`src/rtl/vhfe_pkg.sv`:
```
// shared types, codes and constants of the voxel hull face extractor
// no dependencies
`default_nettype none

package vhfe_pkg;

    localparam int GRID_X_DEF = 32;
    localparam int GRID_Y_DEF = 32;
    localparam int GRID_Z_DEF = 32;

    localparam logic [1:0] OP_SET_OCC  = 2'd0;
    localparam logic [1:0] OP_SET_COL  = 2'd1;
    localparam logic [1:0] OP_VISIT    = 2'd2;
    localparam logic [1:0] OP_NEW_MESH = 2'd3;

    localparam logic [1:0] CFG_SIZE_X = 2'd0;
    localparam logic [1:0] CFG_SIZE_Y = 2'd1;
    localparam logic [1:0] CFG_SIZE_Z = 2'd2;

    localparam logic [5:0]  SIZE_RESET = 6'd32;
    localparam logic [19:0] VCOUNT_MAX = 20'd1048572;
    localparam logic [19:0] VCOUNT_STEP = 20'd4;

    typedef struct packed {
        logic [1:0] op;
        logic       wr_ok;
        logic       occupied;
        logic [7:0] red;
        logic [7:0] green;
        logic [7:0] blue;
        logic [4:0] x;
        logic [4:0] y;
        logic [4:0] z;
        logic       ctr_ok;
        logic [5:0] nb_ok;
    } t_cmd;

    typedef struct packed {
        logic clearing;
    } t_back_sts;

    function automatic logic [5:0] eff_size(input logic [5:0] s, input int grid);
        logic [5:0] r;
        r = s;
        if (int'(s) > grid) begin
            r = 6'(grid);
        end
        return r;
    endfunction

endpackage

`default_nettype wire

```
`src/rtl/vhfe_front.sv`:
```
// front end: size registers, command decode, flat index and range checks
// depends on vhfe_pkg
`default_nettype none

module vhfe_front #(
    parameter int GRID_X = vhfe_pkg::GRID_X_DEF,
    parameter int GRID_Y = vhfe_pkg::GRID_Y_DEF,
    parameter int GRID_Z = vhfe_pkg::GRID_Z_DEF,
    parameter int IW     = $clog2(GRID_X * GRID_Y * GRID_Z)
) (
    input  wire logic           i_clk,
    input  wire logic           i_rst_n,
    input  wire logic           i_cfg_we,
    input  wire logic [1:0]     i_cfg_idx,
    input  wire logic [5:0]     i_cfg_data,
    input  wire logic [1:0]     i_op,
    input  wire logic [14:0]    i_voxel_index,
    input  wire logic           i_occupied,
    input  wire logic [7:0]     i_red,
    input  wire logic [7:0]     i_green,
    input  wire logic [7:0]     i_blue,
    input  wire logic [4:0]     i_coord_x,
    input  wire logic [4:0]     i_coord_y,
    input  wire logic [4:0]     i_coord_z,
    output vhfe_pkg::t_cmd      o_cmd,
    output logic [IW-1:0]       o_idx,
    output logic [IW-1:0]       o_sx,
    output logic [IW-1:0]       o_sxy
);

    localparam int unsigned DEPTH = GRID_X * GRID_Y * GRID_Z;

    logic [5:0]    r_size_x, r_size_y, r_size_z;
    logic [IW-1:0] r_sxy;
    logic [IW-1:0] n_sxy;
    logic [5:0]    ex, ey, ez;
    logic [5:0]    cx, cy, cz;

    assign ex = vhfe_pkg::eff_size(r_size_x, GRID_X);
    assign ey = vhfe_pkg::eff_size(r_size_y, GRID_Y);
    assign ez = vhfe_pkg::eff_size(r_size_z, GRID_Z);

    // plane stride follows the write so it is ready on the next edge
    always_comb begin
        n_sxy = r_sxy;
        if (i_cfg_we && i_cfg_idx == vhfe_pkg::CFG_SIZE_X) begin
            n_sxy = IW'(vhfe_pkg::eff_size(i_cfg_data, GRID_X) * ey);
        end else if (i_cfg_we && i_cfg_idx == vhfe_pkg::CFG_SIZE_Y) begin
            n_sxy = IW'(ex * vhfe_pkg::eff_size(i_cfg_data, GRID_Y));
        end
    end

    always_ff @(posedge i_clk) begin
        if (!i_rst_n) begin
            r_size_x <= vhfe_pkg::SIZE_RESET;
            r_size_y <= vhfe_pkg::SIZE_RESET;
            r_size_z <= vhfe_pkg::SIZE_RESET;
            r_sxy    <= IW'(vhfe_pkg::eff_size(vhfe_pkg::SIZE_RESET, GRID_X)
                            * vhfe_pkg::eff_size(vhfe_pkg::SIZE_RESET, GRID_Y));
        end else begin
            r_sxy <= n_sxy;
            if (i_cfg_we) begin
                case (i_cfg_idx)
                    vhfe_pkg::CFG_SIZE_X: r_size_x <= i_cfg_data;
                    vhfe_pkg::CFG_SIZE_Y: r_size_y <= i_cfg_data;
                    vhfe_pkg::CFG_SIZE_Z: r_size_z <= i_cfg_data;
                    default: ;
                endcase
            end
        end
    end

    assign cx = {1'b0, i_coord_x};
    assign cy = {1'b0, i_coord_y};
    assign cz = {1'b0, i_coord_z};

    always_comb begin
        o_cmd.op       = i_op;
        o_cmd.wr_ok    = (32'(i_voxel_index) < DEPTH);
        o_cmd.occupied = i_occupied;
        o_cmd.red      = i_red;
        o_cmd.green    = i_green;
        o_cmd.blue     = i_blue;
        o_cmd.x        = i_coord_x;
        o_cmd.y        = i_coord_y;
        o_cmd.z        = i_coord_z;
        o_cmd.ctr_ok   = (cx < ex) && (cy < ey) && (cz < ez);
        o_cmd.nb_ok[0] = (i_coord_x != 5'd0);
        o_cmd.nb_ok[1] = ((cx + 6'd1) < ex);
        o_cmd.nb_ok[2] = (i_coord_y != 5'd0);
        o_cmd.nb_ok[3] = ((cy + 6'd1) < ey);
        o_cmd.nb_ok[4] = (i_coord_z != 5'd0);
        o_cmd.nb_ok[5] = ((cz + 6'd1) < ez);
    end

    // visits use the coordinate index, writes the flat index as given;
    // modular arithmetic is exact for in-range voxels
    always_comb begin
        if (i_op == vhfe_pkg::OP_VISIT) begin
            o_idx = IW'(i_coord_x) + IW'(ex) * IW'(i_coord_y) + r_sxy * IW'(i_coord_z);
        end else begin
            o_idx = IW'(i_voxel_index);
        end
    end

    assign o_sx  = IW'(ex);
    assign o_sxy = r_sxy;

endmodule

`default_nettype wire

```
`config.mk`:
```
export PLATFORM = sky130hd
export DESIGN_NAME = vhfe_front
export DESIGN_NICKNAME = d
export VERILOG_FILES = /design/src/rtl/vhfe_pkg.sv /design/src/rtl/vhfe_front.sv
export SDC_FILE = /design/constraint.sdc
export NUM_CORES = 1
export LEC_CHECK = 0
export ABC_CLOCK_PERIOD_IN_PS = 14900
export BUFFER_PORTS_ARGS = -buffer_cell sky130_fd_sc_hd__clkbuf_2
export CORE_MARGIN = 8
export CORE_UTILIZATION = 30
export DETAILED_ROUTE_END_ITERATION = 8
export PLACE_DENSITY_LB_ADDON = 0.15
export SYNTH_ARGS = -nofsm -noshare
export SYNTH_HDL_FRONTEND = slang
export SYNTH_SLANG_ARGS = --single-unit
export TNS_END_PERCENT = 50
```
`constraint.sdc`:
```
create_clock -name i_clk -period 14.9 [get_ports i_clk]
set_clock_uncertainty 0.15 [all_clocks]
set_input_delay 2.98 -clock i_clk [delete_from_list [all_inputs] [get_ports i_clk]]
set_output_delay 2.98 -clock i_clk [all_outputs]
set_load 0.02 [all_outputs]
```
==> flow_summary.ini <==
[timing]
fin_setup_tns_ps = 0
layout_min_cycle_time_ps = 10960
max-slew-margin-rel = 0.330
setup_violations = 0
worst_pin_slew_ps = 1010
hold_viol = 0
rsz0062_at_grt = no
slew_violations = 0
fin_crit_sh = 0.736
clock.fmax_ghz = 0.0912

[critical_path]
crit_type = input pin to output pin
path_max_fanout = 6
crit_start = i_coord_y[1]
regToRegStartpoint = r_size_x[5]
startpoint_type = input pin
arrival_ps = 7830
end_kind = output pin
reg2reg_depth = 15
required_ps = 11770
reg2reg_slack_ps = 9910
r2r-end = o_sxy[11]

[floorplan]
die_area_mm2 = 0.0317
die_h_um = 178
io_pins = 163
die_x_um = 178
core_mm2 = 0.0259
initial_utilization = 0.304
num_rows = 59

[routing]
drc_errors = 0
num_vias = 6249
vias_per_cell = 4.63
ant_nets = 0
dr.pass1.iters = 4
first_iter_violations = 226
wl_mm = 20.7
wl_per_cell_um = 15.3

[layout]
postLayoutCellArea_mm2 = 0.00851
syn2layout_area_growth_pct = 7.93
num_antenna_cells = 0
drive_gt1_frac = 0.121
layout.nets = 1298

[power_and_ir_drop]
report.power.total_w = 0.000390
p_comb_frac = 0.515
p_leak_nw = 4.35
p_switching_w = 0.000162
max-vdd-ir-drop_uv = 44.1
clkPwrFrac = 0.255
switching_share = 0.415
p_seq_frac = 0.230
power.density_mw_per_mm2 = 45.8
p_int_w = 0.000228

[global_route]
antenna_found_initial = 0
grt_max_degree = 31
grt_pass1_wl_mm = 34.5
grt_pass1_vias = 6593
grt_use_total = 0.135
overflow = 0

[synthesis]
synth-seq-area-share = 0.0761
synth_ff_type = dfxtp_1
synth-seq-cells = 30
yosysTopAreaCellShare = 0.241
synth_most_common_cell = inv_1
syn_area_mm2 = 0.00789
syn_inst = 977
ys_top_cells_by_count = 155 x inv_1, 146 x nand2_1, 121 x ha_1
synth_edf_count = 0
async_flop_share = 0
yosysTopAreaCell = fa_1
synth_cell_types = 46
yosys_warnings = 0
syn_area_per_cell_um2 = 8.07
synth.area.top_cells = fa_1 24%, ha_1 19%, dfxtp_1 7.6%

[place]
dp_hpwl_mm = 17.2
placed_cell_area_mm2 = 0.00837
io_buffers = 99
place.gp.congestion = 0.794

[clock_network]
cts_buffers = 5
post_cts_buffers = 0
htree_num_levels = 2
cts_resized = 0
cts_sinks = 30
clkSlewWorstSetupHoldPaths_ps = 50
cts_tree = done
cts_buffer_depth = 2
hold_buffers = 0
clk_latency_ps = 270
cts-root-buf = clkbuf_16

[hold_path]
min_to = r_size_x[2]
holdPathStages = 2
hp-start = r_size_x[2]
hold_class = register to register

[job]
maxCapViolations = 0

[status]
status = finished clean
==> cells by family (layout without fill, tap and decap cells) <==
kind of cell             count (synthesis)  after routing  share of synthesized area
other                                    2             13                   0.000952
flip-flops                              30             30                     0.0761
AND/OR/NAND/NOR                        315            315                      0.186
adder cells (fa/ha/maj)                216            216                      0.433
multiplexers                            15             15                     0.0195
buffers and inverters                  245            272                      0.143
AO/OA/AOI/OAI                          121            121                      0.105
XOR/XNOR                                33             33                     0.0366
==> worst max path at each step <==
stage / end / slack, ps / depth (start not counted)
after CTS: o_idx[14] / 3940 / 18
after global placement: o_idx[13] / 3970 / 19
final: o_idx[14] / 3940 / 20
after detailed placement: o_idx[14] / 3940 / 18
after global routing: o_idx[14] / 3590 / 17
after floorplan: o_idx[11] / 4000 / 18
==> metal layers <==
| metal | global-route usage | up-vias | wire length (µm) |
|---|---|---|---|
| li1 | - | 3111 | - |
| met1 | 0.189 | 2999 | 9870 |
| met2 | 0.229 | 132 | 9590 |
| met3 | 0.0135 | 7 | 1140 |
| met4 | 0.0115 | 0 | 125 |
| met5 | 0 | - | 0 |
==> cells in the final DEF, fill, tap and decap left out, types with 6 or more instances in the layout <==
cell	n
a21boi_0	7
a21boi_1	9
a21o_1	9
a21oi_1	16
and2_1	46
buf_4	7
clkbuf_2	99
conb_1	13
dfxtp_1	30
fa_1	95
ha_1	121
inv_1	155
mux2i_1	12
nand2_1	146
nand2b_1	9
nand3_1	24
nor2_1	47
nor2b_1	21
nor3_1	7
o211a_1	6
o211ai_1	10
o21a_1	9
o21ai_0	20
o21ai_1	9
xnor2_1	20
xor2_1	13
==> metrics by stage <==
stage / hold slack [ps] / worst slack, ps / util / instances
2_1_floorplan: 280 / 4000 / - / 988
3_3_place_gp: 286 / 3970 / 0.323 / 1342
3_5_place_dp: 292 / 3940 / 0.323 / 1342
4_1_cts: 300 / 3940 / 0.329 / 1350
5_1_grt: 330 / 3590 / 0.329 / 1350
6_report: 297 / 3940 / 0.329 / 1350
==> power groups by stage <==
stage                     Combinational (W)   Clock, W  Sequential [W]
after global placement             0.000204          0       0.0000918
final                              0.000201  0.0000996       0.0000898
after global routing               0.000233   0.000105       0.0000907
after floorplan                    0.000162          0       0.0000905
after detailed placement           0.000203          0       0.0000918
after CTS                          0.000205   0.000101       0.0000901
==> cell type report <==
class | count | area, µm²
fill | 2820 | 17400
multi-input combinational | 713 | 6200
sequential | 30 | 601
inverter | 158 | 593
timing repair buffer | 106 | 548
tap | 335 | 419
clock buffer | 7 | 143
clock inverter | 1 | 5.00
==> critical path, cell delays in order <==
cell and delay [ps]:
clkbuf_2 150, inv_1 200, nor2_1 110, fa_1 550, inv_1 50, fa_1 470
fa_1 560, inv_1 60, fa_1 520, inv_1 50, fa_1 520, inv_1 40
ha_1 320, o21a_1 200, o31a_1 150, o21ai_1 260, o21ai_0 160, xnor2_1 140
o21ai_1 120, clkbuf_2 200
==> registers in the layout, summed over array words and instances, names as in the netlist <==
signal / count
o_sxy: 12
r_size_x: 6
r_size_y: 6
r_size_z: 6
No activity file was read; power rests on OpenSTA's default activity.
