==> src/rtl/vhfe_queue.sv <==
// two-entry command queue between front and back
// depends on nothing
`default_nettype none

module vhfe_queue #(
    parameter int WIDTH = 8
) (
    input  wire logic             i_clk,
    input  wire logic             i_rst_n,
    input  wire logic             i_push,
    input  wire logic [WIDTH-1:0] i_data,
    input  wire logic             i_pop,
    output logic [WIDTH-1:0]      o_data,
    output logic                  o_empty,
    output logic                  o_full
);

    logic [WIDTH-1:0] r_mem [2];
    logic             r_wp, r_rp;
    logic [1:0]       r_cnt;

    always_ff @(posedge i_clk) begin
        if (!i_rst_n) begin
            r_wp  <= 1'b0;
            r_rp  <= 1'b0;
            r_cnt <= 2'd0;
        end else begin
            if (i_push) begin
                r_wp <= ~r_wp;
            end
            if (i_pop) begin
                r_rp <= ~r_rp;
            end
            r_cnt <= r_cnt + 2'(i_push) - 2'(i_pop);
        end
    end

    always_ff @(posedge i_clk) begin
        if (i_push) begin
            r_mem[r_wp] <= i_data;
        end
    end

    assign o_data  = r_mem[r_rp];
    assign o_empty = (r_cnt == 2'd0);
    assign o_full  = (r_cnt == 2'd2);

endmodule

`default_nettype wire

==> config.mk <==
export PLATFORM = sky130hd
export DESIGN_NAME = vhfe_queue
export DESIGN_NICKNAME = d
export VERILOG_FILES = /design/src/rtl/vhfe_queue.sv
export SDC_FILE = /design/constraint.sdc
export NUM_CORES = 1
export LEC_CHECK = 0
export ABC_AREA = 0
export BUFFER_PORTS_ARGS = -buffer_cell sky130_fd_sc_hd__buf_4
export CAP_MARGIN = 30
export CORE_MARGIN = 3
export CORE_UTILIZATION = 45
export DETAILED_ROUTE_END_ITERATION = 12
export PLACE_DENSITY = 0.7
export SLEW_MARGIN = 20
export SYNTH_ARGS = -nofsm -noshare
export SYNTH_HDL_FRONTEND = slang
export SYNTH_SLANG_ARGS = --single-unit
export TNS_END_PERCENT = 20
==> constraint.sdc <==
create_clock -name i_clk -period 1.6 [get_ports i_clk]
set_input_delay 0 -clock i_clk [delete_from_list [all_inputs] [get_ports i_clk]]
set_output_delay 0 -clock i_clk [all_outputs]
set_load 0.01 [all_outputs]
==> results of run 1 <==
-- final cells by class --
type	count	area, um^2	share of cell area (%)
well taps	24	30.0	2.71
flip-flops and latches	21	581	52.4
repair buffers	31	255	23.1
multi-input cells	22	208	18.8
inverters	2	7.51	0.678
clock buffers	4	26.3	2.37
-- stage by stage --
stage	utilization [%]	hold slack, ns
after global placement	62.2	0.186
after global routing	69.5	0.0285
after floorplan	-	0.0989
after detailed placement	62.2	0.187
final	69.5	0.0387
after CTS	69.5	0.0299
-- state kept, by name (all words and copies together), names as in the netlist, named ones only --
register / flops
r_mem: 16
r_wp: 1
r_cnt: 2
r_rp: 1
-- final timing paths --
check / start / end / slack, ns / cells after the start
setup reg to reg: r_cnt[0] / r_cnt[1] / 0.39 / 6
hold reg to reg: r_rp / flop / 0.59 / 2
setup / recovery: flop / o_data[4] / 0.24 / 2
hold / removal: i_push / r_wp / 0.04 / 3
-- what timing repair did --
item / in CTS / in global routing
endpoints found under the setup margin: 0 / 0
hold buffers: 9 / 0
hold endpoints to repair: 21 / 0
-- cell families (layout without fill, tap and decap cells) --
family | after synthesis | after routing
AND/OR/NAND/NOR | 9 | 9
flip-flops | 21 | 21
XOR/XNOR | 2 | 2
adder cells (fa/ha/maj) | 2 | 2
AO/OA/AOI/OAI | 1 | 1
multiplexers | 8 | 8
buffers and inverters | 3 | 37
-- metal layers --
layer	global-route usage (%)	share of wire, %	up-vias	wire length, um
met1	14.3	44	203	501
met3	3.32	4.4	0	50
met4	3.23	0	0	0
met2	19.3	51	10	586
met5	0	0	-	0
li1	-	-	233	-
-- Yosys cell counts --
master,n,share of area (%)
ha_1,2,3.1
xor2_1,1,1.1
edfxtp_1,16,60
xnor3_1,1,2.8
nor2b_1,4,3.1
o21a_1,1,0.94
buf_2,1,0.62
and2_1,4,3.1
mux2_2,8,11
inv_1,2,0.94
dfxtp_1,5,13
nor2_1,1,0.47
-- worst max-delay path, cell delays in order (launching register included) --
cell and delay [ns]:
dfxtp_1 0.54, mux2_2 0.39, buf_4 0.14
-- power breakdown --
group          total (mW)  switching (mW)  internal [mW]  leakage, nW
Combinational       0.211          0.0745          0.137        0.239
Clock               0.232           0.136         0.0967       0.0150
Sequential          0.649          0.0218          0.628        0.192
==> results by group, run 1 <==
Outcome
  • Status: finished clean

Layout
  • Layout cells sized above 1: 41.3%
  • Synth-to-layout area growth: 38.3%
  • Fill count: about 120
  • Nets@finish: 95
  • Leading cell type in the layout, fill and taps excluded: buf_4
  • Cell Count, Final, Fillers Out: 104
  • Ant diodes: 0
  • Final Cell Area: approximately 0.0011 mm^2
  • Commonest cells after routing, fill and taps aside: buf_4, edfxtp_1, dlygate4sd3_1, mux2_2, dfxtp_1

Timing
  • Final worst slack: 0.243 ns
  • Worst slew margin: 74.6%
  • Highest clock rate: about 740 MHz
  • Clock period minus final worst setup slack: roughly 1.4 ns
  • Slew @ Worst Pin: 0.381 ns
  • Fin Setup TNS: 0 ns
  • Setup-failing EPs final: 0
  • Skew final: 0.00307 ns
  • Period Utilization, post-route: 84.8%
  • Fin. Hold Viols: 0
  • RSZ-0062 raised after global routing: no
  • Slew Viols, Final: 0

Clocking
  • H-tree depth: 1
  • Clock Path Buffers: 2
  • TritonCTS clock tree: done
  • Cts repair resizes: 0
  • Setup bufs post-CTS: 0
  • Root Buffer: clkbuf_4
  • CTS sink cnt: 21
  • Clock transition at path regs: around 0.1 ns
  • Cts bufs inserted: 3
  • Clk Latency, worst-skew pair: 0.28 ns

Placed design
  • Placed cell area: just under 0.001 mm^2
  • Port Buffers: 21
  • Placed cells: 91
  • Final GP Congestion: 0.671
  • Hpwl dp: approximately 770 um
  • Post-place setup slack: 0.403 ns

Synth
  • Synth Area per Inst: 17.4 um^2
  • Yosys cell types: 12
  • Simple-gate share of the synthesized area: between 6 and 7%
  • Synth warn: 0
  • Mapped Area: between 800 and 900 um^2
  • Area share of fa/ha/maj cells after synthesis: 3.13%
  • Post-synthesis register bit count: 21
  • Mux cell area share after synthesis: 11.2%
  • Synth Net Count: 60
  • Cells after synthesis: 46
  • Post-Synth XOR/XNOR Area: 3.91%
  • Largest family of logic cells by synthesized area: multiplexers
  • Sequential area share after synthesis: 72.5%
  • Synth Area in Compound Gates: less than 1%

Global route
  • Total GRT Usage: approximately 11%
  • Global-route wire length before repair: approximately 1800 um
  • Largest net degree at the start of global routing: 12
  • Vias in the first global route: 436
  • Initial antenna violation count: 0
  • GR Overflow Total: 0

Die
  • Num ports: 22
  • Die ar.: 0.00232 mm^2
  • Initial core utilization: around half
  • Core Area: approximately 0.0016 mm^2
  • DIE WIDTH: about 48 um
  • Die height: 48.2 um
  • Site Rows: 14

Critical path
  • Worst Setup Start Kind: flop
  • Critical path type: flop to output port
  • Critical Path RT: about 1.6 ns
  • CP arrival: 1.36 ns
  • Endpoint type of the worst setup path: output port
  • Crit-path max FO: 8

Routing
  • Number of DRC markers in iteration 0: 6
  • Drt wl/cell: 10.9 um
  • Antenna viol nets, final: 0
  • Vias/cell: around 4.3
  • Drt first pass iters: 3
  • DRC viols: 0
  • Vias post-DR: 446
  • Post-Route WL: 1140 um

Pwr
  • Peak VDD IR: 0.585 mV
  • P per Cell Area: 987 mW/mm^2
  • Total power draw: 1.09 mW
  • Leakage: 0.446 nW

Worst hold path
  • Min-Delay Path Class: primary input to flop

Run
  • Number of max-cap violations: 0
No activity file was read; power rests on OpenSTA's default activity.
==> run 2: changes to the inputs <==
--- a/config.mk
+++ b/config.mk
@@ -9,9 +9,9 @@
 export BUFFER_PORTS_ARGS = -buffer_cell sky130_fd_sc_hd__buf_4
 export CAP_MARGIN = 30
 export CORE_MARGIN = 3
-export CORE_UTILIZATION = 45
+export CORE_UTILIZATION = 44
 export DETAILED_ROUTE_END_ITERATION = 12
-export PLACE_DENSITY = 0.7
+export PLACE_DENSITY = 0.72
 export SLEW_MARGIN = 20
 export SYNTH_ARGS = -nofsm -noshare
 export SYNTH_HDL_FRONTEND = slang
==> constraint.sdc (replaced) <==
create_clock -name i_clk -period 1.1 [get_ports i_clk]
set_input_delay 0 -clock i_clk [delete_from_list [all_inputs] [get_ports i_clk]]
set_output_delay 0 -clock i_clk [all_outputs]
set_load 0.01 [all_outputs]
==> run 2 against run 1 <==
- the run now ends with negative setup slack left
- core utilization grew 6.5 points
- non-clock buffer count increased by 3
- sequential power is 45% higher
- design area increased by 11%
- largest power group unchanged
- highest routed layer is now met4
==> results by group, run 2 (synthesis gave the netlist of run 1 again) <==
Outcome
  • Status: finished, violations left
  • Failing checks: negative setup slack

Critical path
  • Slowest CP cell: dfxtp_2
  • Critical path type: flop to output port
  • CP arrival: 1.21 ns
  • Endpoint type of the worst setup path: output port
  • Critical Path Max Stage Delay: ~0.35 ns
  • CP top delay family: flip-flops
  • CP Buf/Inv Count: 2
  • Worst Setup Start Kind: flop
  • CP cell instances: buf_8, mux2_4, buf_6
  • Critical Path RT: 1.10 ns
  • Crit-path max FO: 8

Pwr
  • Sw Share: 22.3%
  • P per Cell Area: 1390 mW/mm^2
  • Comb power frac: approximately 24%
  • Leakage: ~0.5 nW
  • Peak VDD IR: 0.784 mV
  • Psw: roughly 0.38 mW
  • Int Power: roughly 1.3 mW
  • Reg power frac: 55.3%
  • Clock share of power: 20.4%

Die
  • Die ar.: 0.00237 mm^2
  • Die height: 48.7 um
  • Core Area: 0.00161 mm^2
  • DIE WIDTH: 48.7 um
  • Num ports: 22
  • Initial core utilization: about 50%
  • Site Rows: 14

Timing
  • Highest clock rate: 825 MHz
  • Skew final: between 0.003 and 0.004 ns
  • Fin. Hold Viols: 0
  • Worst slew margin: approximately nine tenths
  • Period Utilization, post-route: 110%
  • Fin Setup TNS: -0.914 ns
  • Setup-failing EPs final: 9
  • Slew @ Worst Pin: 0.159 ns
  • RSZ-0062 raised after global routing: yes
  • Slew Viols, Final: 0
  • Clock period minus final worst setup slack: 1.21 ns
  • Final worst slack: -0.112 ns

Routing
  • DRC viols: 0
  • Post-Route WL: 1340 um
  • Drt wl/cell: 12.5 um
  • Number of DRC markers in iteration 0: 3
  • Antenna viol nets, final: 0
  • Vias post-DR: 470
  • Drt first pass iters: 3
  • Vias/cell: 4.39

Clocking
  • Clk Latency, worst-skew pair: between 0.2 and 0.3 ns
  • TritonCTS clock tree: done
  • Root Buffer: clkbuf_4
  • CTS sink cnt: 21
  • Clock transition at path regs: 0.10 ns
  • Cts bufs inserted: 3
  • Setup bufs post-CTS: 0
  • Clock Path Buffers: 2
  • H-tree depth: 1

Run
  • Number of max-cap violations: 0

Global route
  • Total GRT Usage: 13.1%
  • GR Overflow Total: 0
  • Initial antenna violation count: 0
  • Largest net degree at the start of global routing: 12
  • Global-route wire length before repair: approximately 2300 um
  • Vias in the first global route: 509

Layout
  • Commonest cells after routing, fill and taps aside: buf_4, edfxtp_1, dlygate4sd3_1, mux2_4, buf_6
  • Util after Layout: 76.0%
  • Largest regs: r_mem (16), r_cnt (2)
  • Layout cells sized above 1: approximately half
  • Cell Count, Final, Fillers Out: 107
  • Ant diodes: 0
  • Reg with most FFs: r_mem
  • Flip-flop count of the largest register after layout: 16
  • Nets@finish: between 90 and 100
  • Synth-to-layout area growth: 53.0%

Placed design
  • Placed cells: 94
  • Hpwl dp: 865 um
  • Port Buffers: 21
  • Final GP Congestion: around 0.65

Worst hold path
  • Min-Delay Path Class: primary input to flop
[run 2: cell count changes in the layout (fill, tap and decap cells not counted), moves of 6 or more]
cell / delta
mux2_4: +8
buf_6: +8
buf_4: -6
mux2_2: -8
[run 2: final cells by class]
cell class                 count  area (um^2)
clock buffer                   4         26.3
fill                         120          387
inverter                       2         7.51
multi-input combinational     22          263
sequential                    21          583
tap                           24         30.0
timing repair buffer          34          315
[run 2: repair_timing]
item,4_1_cts,5_1_grt
resized for setup,19,5
pin swaps,0,1
endpoints found under the hold margin,21,0
cloned,0,0
endpoints found under the setup margin,10,10
hold buffers,9,0
[run 2: final timing paths]
kind | cells after the start | slack, ns | to | startpoint
worst max-delay path | 3 | -0.11 | o_data[3] | flop
worst min-delay path | 3 | 0.05 | r_cnt[0] | i_push
worst max register to register | 6 | -0.05 | r_cnt[1] | r_cnt[0]
worst min register to register | 2 | 0.59 | flop | r_rp
[run 2: per-stage QoR]
stage | power [mW] | worst slack [ns] | cell area [um^2] | hold slack [ns]
after floorplan | 1.12 | -0.0345 | 802 | 0.0989
after global placement | 1.26 | -0.0386 | 1010 | 0.186
after detailed placement | 1.27 | -0.0906 | 1010 | 0.188
after CTS | 1.71 | -0.136 | 1200 | 0.0195
after global routing | 1.80 | -0.173 | 1220 | 0.0486
final | 1.70 | -0.112 | 1220 | 0.0532
[run 2: tightest hold or removal path, cell delays in order]
cell	delay [ns]
buf_4	0.11
ha_4	0.11
and2_1	0.10
[run 2: routing by layer]
layer  share of wire (%)  vias up  track usage, %  wire (um)
met5                   0        -               0          0
met4                0.67        0            5.69          9
met3                 4.0        2            3.07         54
met2                  54       10            23.1        723
met1                  41      222            14.9        548
li1                    -      236               -          -
[run 2: power groups by stage]
stage | Combinational (mW) | Sequential [mW] | Clock [mW]
3_5_place_dp | 0.319 | 0.954 | 0
4_1_cts | 0.396 | 0.940 | 0.370
5_1_grt | 0.455 | 0.948 | 0.393
2_1_floorplan | 0.167 | 0.950 | 0
3_3_place_gp | 0.310 | 0.951 | 0
6_report | 0.412 | 0.940 | 0.346
